<file path="src/hdl/iffmt_pkg.sv">
// Shared types and constants for the integer field formatter.
package iffmt_pkg;

	// Defaults for the top-level parameters.
	localparam int VALUE_BITS_DEF      = 64;
	localparam int MAX_FIELD_WIDTH_DEF = 64;

	// Width of one slice of the value handled by the divide step.
	localparam int CHUNK_W = 16;

	// Character counts and field positions never exceed 64, so 7 bits hold them.
	localparam int CNT_W = 7;

	// Digit buffer: at most 30 extracted digits plus the octal alternate zero.
	localparam int DIG_DEPTH   = 32;
	localparam int DIG_IDX_W   = 5;
	localparam int DIG_CNT_W   = 6;
	localparam int DIGIT_CAP   = 30;

	// Hard limit on the characters of one field.
	localparam int MAX_CHARS = 64;

	// Conversion modes.
	localparam logic [2:0] MODE_SDEC   = 3'd0;
	localparam logic [2:0] MODE_UDEC   = 3'd1;
	localparam logic [2:0] MODE_OCT    = 3'd2;
	localparam logic [2:0] MODE_HEX    = 3'd3;
	localparam logic [2:0] MODE_HEX_UP = 3'd4;
	localparam logic [2:0] MODE_PTR    = 3'd5;

	// ASCII characters used in a field.
	localparam logic [7:0] CH_SPACE = 8'h20;
	localparam logic [7:0] CH_PLUS  = 8'h2B;
	localparam logic [7:0] CH_MINUS = 8'h2D;
	localparam logic [7:0] CH_ZERO  = 8'h30;
	localparam logic [7:0] CH_X_UP  = 8'h58;
	localparam logic [7:0] CH_X_LO  = 8'h78;
	localparam logic [7:0] CH_A_UP  = 8'h41;
	localparam logic [7:0] CH_A_LO  = 8'h61;

	typedef enum logic [1:0] {
		BASE_DEC,
		BASE_OCT,
		BASE_HEX
	} base_t;

	typedef enum logic [2:0] {
		ST_IDLE,
		ST_DIVIDE,
		ST_LAYOUT,
		ST_PLACE,
		ST_EMIT
	} state_t;

	// Segment boundaries of a field, each the position one past the segment.
	typedef struct packed {
		logic [CNT_W-1:0] lead_end;
		logic [CNT_W-1:0] sign_end;
		logic [CNT_W-1:0] prefix_end;
		logic [CNT_W-1:0] zero_end;
		logic [CNT_W-1:0] digit_end;
		logic [7:0]       sign_ch;
		logic             upper;
	} layout_t;

endpackage

</file>
<file path="src/hdl/iffmt_char_sel.sv">
// Picks the character at one position of a laid-out field.
module iffmt_char_sel import iffmt_pkg::*; (
	input  layout_t              lay,
	input  logic [CNT_W-1:0]     pos,
	input  logic [3:0]           digit,
	output logic [DIG_IDX_W-1:0] dig_idx,
	output logic [7:0]           ascii_char
);

	logic [CNT_W-1:0] rev;
	logic [7:0]       digit_ch;

	// Digits are stored least significant first, so read them backward.
	assign rev     = lay.digit_end - CNT_W'(1) - pos;
	assign dig_idx = rev[DIG_IDX_W-1:0];

	always_comb begin
		if (digit < 4'd10) begin
			digit_ch = CH_ZERO + 8'(digit);
		end else if (lay.upper) begin
			digit_ch = CH_A_UP + 8'(digit - 4'd10);
		end else begin
			digit_ch = CH_A_LO + 8'(digit - 4'd10);
		end
	end

	always_comb begin
		if (pos < lay.lead_end) begin
			ascii_char = CH_SPACE;
		end else if (pos < lay.sign_end) begin
			ascii_char = lay.sign_ch;
		end else if (pos < lay.prefix_end) begin
			if (pos == lay.sign_end) begin
				ascii_char = CH_ZERO;
			end else begin
				ascii_char = lay.upper ? CH_X_UP : CH_X_LO;
			end
		end else if (pos < lay.zero_end) begin
			ascii_char = CH_ZERO;
		end else if (pos < lay.digit_end) begin
			ascii_char = digit_ch;
		end else begin
			ascii_char = CH_SPACE;
		end
	end

endmodule

</file>
<file path="config.mk">
export PLATFORM = sky130hd
export DESIGN_NAME = iffmt_char_sel
export DESIGN_NICKNAME = d
export VERILOG_FILES = /design/src/hdl/iffmt_pkg.sv /design/src/hdl/iffmt_char_sel.sv
export SDC_FILE = /design/constraint.sdc
export NUM_CORES = 1
export LEC_CHECK = 0
export BUFFER_PORTS_ARGS = -buffer_cell sky130_fd_sc_hd__buf_4
export CORE_UTILIZATION = 36
export DETAILED_ROUTE_END_ITERATION = 8
export PLACE_DENSITY_LB_ADDON = 0.1
export SLEW_MARGIN = 20
export SYNTH_ARGS = -nofsm -noshare
export SYNTH_HDL_FRONTEND = slang
export SYNTH_SLANG_ARGS = --single-unit
</file>
<file path="constraint.sdc">
create_clock -name vclk -period 1.9
set_clock_uncertainty 0.1 [all_clocks]
set_input_delay 0 -clock vclk [all_inputs]
set_output_delay 0 -clock vclk [all_outputs]
set_load 0.1 [all_outputs]
</file>
### Word-level counts from Yosys, hierarchy flattened

Index checks and enable logic that the tools add are counted.

| cells by class | value |
|---|---|
| multiplexer cells | 9 |
| equal/unequal tests | 1 |
| order comparisons | 6 |
| $add $sub $neg | 6 |

Operator list:

| cell | count |
|---|---|
| two-way mux 8 bit | 7 |
| less-than comparator 7 bit | 5 |
| adder 7 x 8 -> 8 bit, first input constant | 2 |
| adder 6 x 4 -> 7 bit, first input constant | 1 |
| equality test 7 bit | 1 |
| two-way mux 7 bit | 1 |
| two-way mux 6 bit | 1 |
| subtractor 4 x 4 -> 5 bit, second input constant | 1 |
| subtractor 5 x 1 -> 5 bit, second input constant | 1 |
| subtractor 5 bit | 1 |
| less-than comparator 4 bit, second input constant | 1 |

| storage, ports and cells | value |
|---|---|
| output and inout bits | 13 |
| flip-flop bits (word level) | 0 |
| word-level logic and storage cells | 22 |
| input port bits | 55 |

### Longest topological paths before layout

| depth | value |
|---|---|
| depth in word-level cells | 9 |
| mapped depth | 9 |
| mapped depth without buffers | 9 |

### Worst setup path before layout

No wires, ideal clock.

| path | value |
|---|---|
| kind | in2out |
| start point | in lay[14] (netlist bit) |
| end point | out ascii_char[3] |
| stages | 8 |
| path buffers | 0 |
| slack | -1.683 ns |
| arrival | 3.483 ns |
| data required time | 1.800 ns |
| cell sequence | inv_1 ha_1 a21o_1 a221o_1 a31o_1 nor3_4 a211oi_1 nor3_1 |

| on the way | value |
|---|---|
| cells in the longest elaborated chain, start to end | 6 |

RTL lines:

| element | line | source |
|---|---|---|
| start, declared | iffmt_char_sel.sv:3 | `input layout_t lay,` |
| less-than comparator 7 bit | iffmt_char_sel.sv:40 | `end else if (pos < lay.digit_end) begin` |
| two-way mux 8 bit | iffmt_char_sel.sv:40 |  |
| two-way mux 8 bit | iffmt_char_sel.sv:38 | `end else if (pos < lay.zero_end) begin` |
| two-way mux 8 bit | iffmt_char_sel.sv:32 | `end else if (pos < lay.prefix_end) begin` |
| two-way mux 8 bit | iffmt_char_sel.sv:30 | `end else if (pos < lay.sign_end) begin` |
| two-way mux 8 bit | iffmt_char_sel.sv:28 | `if (pos < lay.lead_end) begin` |
| end, declared | iffmt_char_sel.sv:7 | `output logic [7:0] ascii_char` |

No other way between the ends.

### Final worst setup path

| path | value |
|---|---|
| start point | in pos[4] |
| end point | out ascii_char[5] |

| on the way | value |
|---|---|
| cells in the longest elaborated chain, start to end | 6 |

RTL lines:

| element | line | source |
|---|---|---|
| start, declared | iffmt_char_sel.sv:4 | `input logic [CNT_W-1:0] pos,` |
| less-than comparator 7 bit | iffmt_char_sel.sv:40 |  |
| two-way mux 8 bit | iffmt_char_sel.sv:40 |  |
| two-way mux 8 bit | iffmt_char_sel.sv:38 |  |
| two-way mux 8 bit | iffmt_char_sel.sv:32 |  |
| two-way mux 8 bit | iffmt_char_sel.sv:30 |  |
| two-way mux 8 bit * | iffmt_char_sel.sv:28 |  |

Every way passes the cells marked *; elsewhere a longest branch is shown, timed or not.

==> summary.txt <==
Outcome
  – Status: finished with violations
  – Failing checks: setup timing

Timing
  – Final worst setup slack: -0.03875 ns
  – Max Fclk: ~520 MHz
  – Worst Max-Slew Pin Slew: roughly 0.43 ns
  – Final Hold Vio Count: 0
  – Final setup viols: 6
  – Fin. max-slew vios: 0
  – Max-slew headroom: 0.7154
  – RSZ-0062 raised after global routing: true
  – Fin crit share: 1.020
  – Final min period: between 1.5 and 2 ns

Floorplan
  – Die X: between 60 and 70 µm
  – Core ar.: between 0.003 and 0.004 mm²
  – FP Rows: 21
  – Initial Util: 0.3802
  – I/O Pins: 68
  – Die area: about 0.0038 mm²
  – Vert. Die Dim: ~62 µm

Synth
  – Synth warn: 0
  – Mean Syn Cell Area: 7.026 µm²
  – Syn Inst Count: 182
  – Seq/Total Area, Yosys: 0
  – Syn Nets: ~280
  – Distinct cell type count after synthesis: 33
  – Mapped Area: ~0.0013 mm²

Cells and area
  – Clock buf count: 0
  – Most frequent cells in the layout: 77 x buf_4, 38 x ha_1, 36 x inv_1
  – Commonest non-fill, non-tap cell in the layout: buf_4
  – Layout net count: roughly 370
  – ANT cells: 0
  – Fillers: about 300
  – Reg area: 0 µm²
  – Num sequential: 0
  – Multi-input gate area: approximately 0.0013 mm²
  – Utilization after layout: 0.7042
  – Layout area overhead: 85.22%
  – Layout cell share with drive strength beyond 1: 0.4469

Setup path
  – Crit-path cells: buf_8 > ha_4 > and3_4 > a221o_1 > a31o_1 > nor3_4 > buf_6 > nand4_1 > a21o_4 > buf_12
  – CP arrival: 1.84 ns
  – Critical Path Max Stage Delay: roughly 0.29 ns
  – Worst EP required: 1.80 ns
  – Buffers & Inverters on Critical Path: 3
  – Kind of critical path: in -> out
  – Crit-path max FO: 4
  – Kind of end point of the critical path: primary output
  – CP top delay family: compound AO/OA/AOI/OAI gates
  – Startpoint types: input port
  – Critical Path Slowest Stage Cell: a221o_1

Routing
  – Via Count: roughly 1,500
  – Post-Route WL: around 3600 µm
  – Drt drc: 0
  – Per-cell routed wire length: around 11 µm
  – Vias per cell: between 4 and 5
  – TritonRoute pass-1 iters: 4
  – 1st-iter DRT viols: between 40 and 50
  – Routed Antenna Nets: 0

Job
  – Max cap viols: 0

Power
  – Worst vdd ir: 293.0 µV
  – Internal: between 0.3 and 0.4 mW
  – Total design power: 0.9385 mW
  – P_sw: approximately 0.55 mW
  – Switching share of power: 0.5879
  – P per Cell Area: just under 400 mW/mm²
  – Comb pwr share: 1.000
  – P_leak: between 1 and 1.5 nW
  – Seq pwr share: 0
  – Clk pwr share: 0

Clock tree
  – Hold_buf cts: 0

Hold path
  – Min-Delay Path Class: in -> out

GRT
  – First-pass GRT wire length: between 5000 and 6000 µm
  – Global route overflow: 0
  – Largest net degree at the start of global routing: 12
  – Vias in the first global route: about 1,400
  – Antenna violations before repair: 0
  – GRT Total Usage: 0.1929

Place
  – PortBufs: 68
  – GPL Wtd Cong: roughly 0.79
  – Dpl hpwl: between 3000 and 4000 µm
worst min-delay path, cell delays in order:
cell and delay (ns):
buf_4 0.11, nand2_1 0.08, a21oi_4 0.06, buf_12 0.16
cell usage after synthesis, types with 2 or more instances:
master | instances | share of area
nand2_1 | 14 | 0.041
nor2b_1 | 2 | 0.0098
o21ai_1 | 5 | 0.020
inv_1 | 39 | 0.11
nor2_1 | 10 | 0.029
nand3_1 | 5 | 0.020
nor3_2 | 2 | 0.016
ha_1 | 41 | 0.40
nand4_1 | 3 | 0.015
o21ai_0 | 6 | 0.023
xnor2_1 | 3 | 0.021
a21o_1 | 4 | 0.023
xor2_1 | 6 | 0.041
a21oi_1 | 18 | 0.070
nor3_1 | 4 | 0.016
a211oi_1 | 3 | 0.018
cell families after synthesis:
group | count (synthesis) | share of synthesized area
adder cells (fa/ha/maj) | 42 | 0.4168
buffers and inverters | 41 | 0.1213
AND/OR/NAND/NOR | 44 | 0.1752
AO/OA/AOI/OAI | 46 | 0.2251
XOR/XNOR | 9 | 0.06165
through the flow:
stage	hold slack [ns]	TNS [ns]	instance area, µm²	setup WS (ns)	instances
after CTS	0.3206	-0.06402	2336	-0.01843	319
after floorplan	0.1657	-1.028	1461	-0.2868	182
after global routing	0.3303	-0.8104	2369	-0.1425	319
after global placement	0.3666	-0.5837	2220	-0.1061	319
after detailed placement	0.3727	-0.6565	2220	-0.09482	319
final	0.3136	-0.1523	2369	-0.03875	319
worst paths after layout:
check,to,cells past startpoint,slack (ns),startpoint
worst min-delay path,ascii_char[0],4,0.31,lay[1]
worst max-delay path,ascii_char[5],10,-0.04,pos[4]
layer usage:
metal	global-route usage	up-vias	routed length [µm]
met5	0	-	0
met4	0.02540	0	32
met1	0.2288	673	1543
met3	0.004202	4	108
li1	-	809	-
met2	0.3886	32	1897
area by class of cell:
| class | instances | area share |
|---|---|---|
| timing repair buffer | 93 | 0.3566 |
| tap | 46 | 0.02430 |
| multi-input combinational | 141 | 0.5552 |
| inverter | 39 | 0.06392 |
repair_timing:
item                                   4_1_cts  5_1_grt
pin swaps                                    0        2
setup endpoints to repair                    8        8
setup buffers                                0        0
endpoints found under the hold margin        0        0
gates resized for setup                     30        8
power groups by stage:
stage	registers (mW)	clock network [mW]	logic, mW
2_1_floorplan	0	0	0.594
3_3_place_gp	0	0	0.865
3_5_place_dp	0	0	0.870
4_1_cts	0	0	0.928
5_1_grt	0	0	1.01
6_report	0	0	0.938
Power figures use the tool's default switching activity.
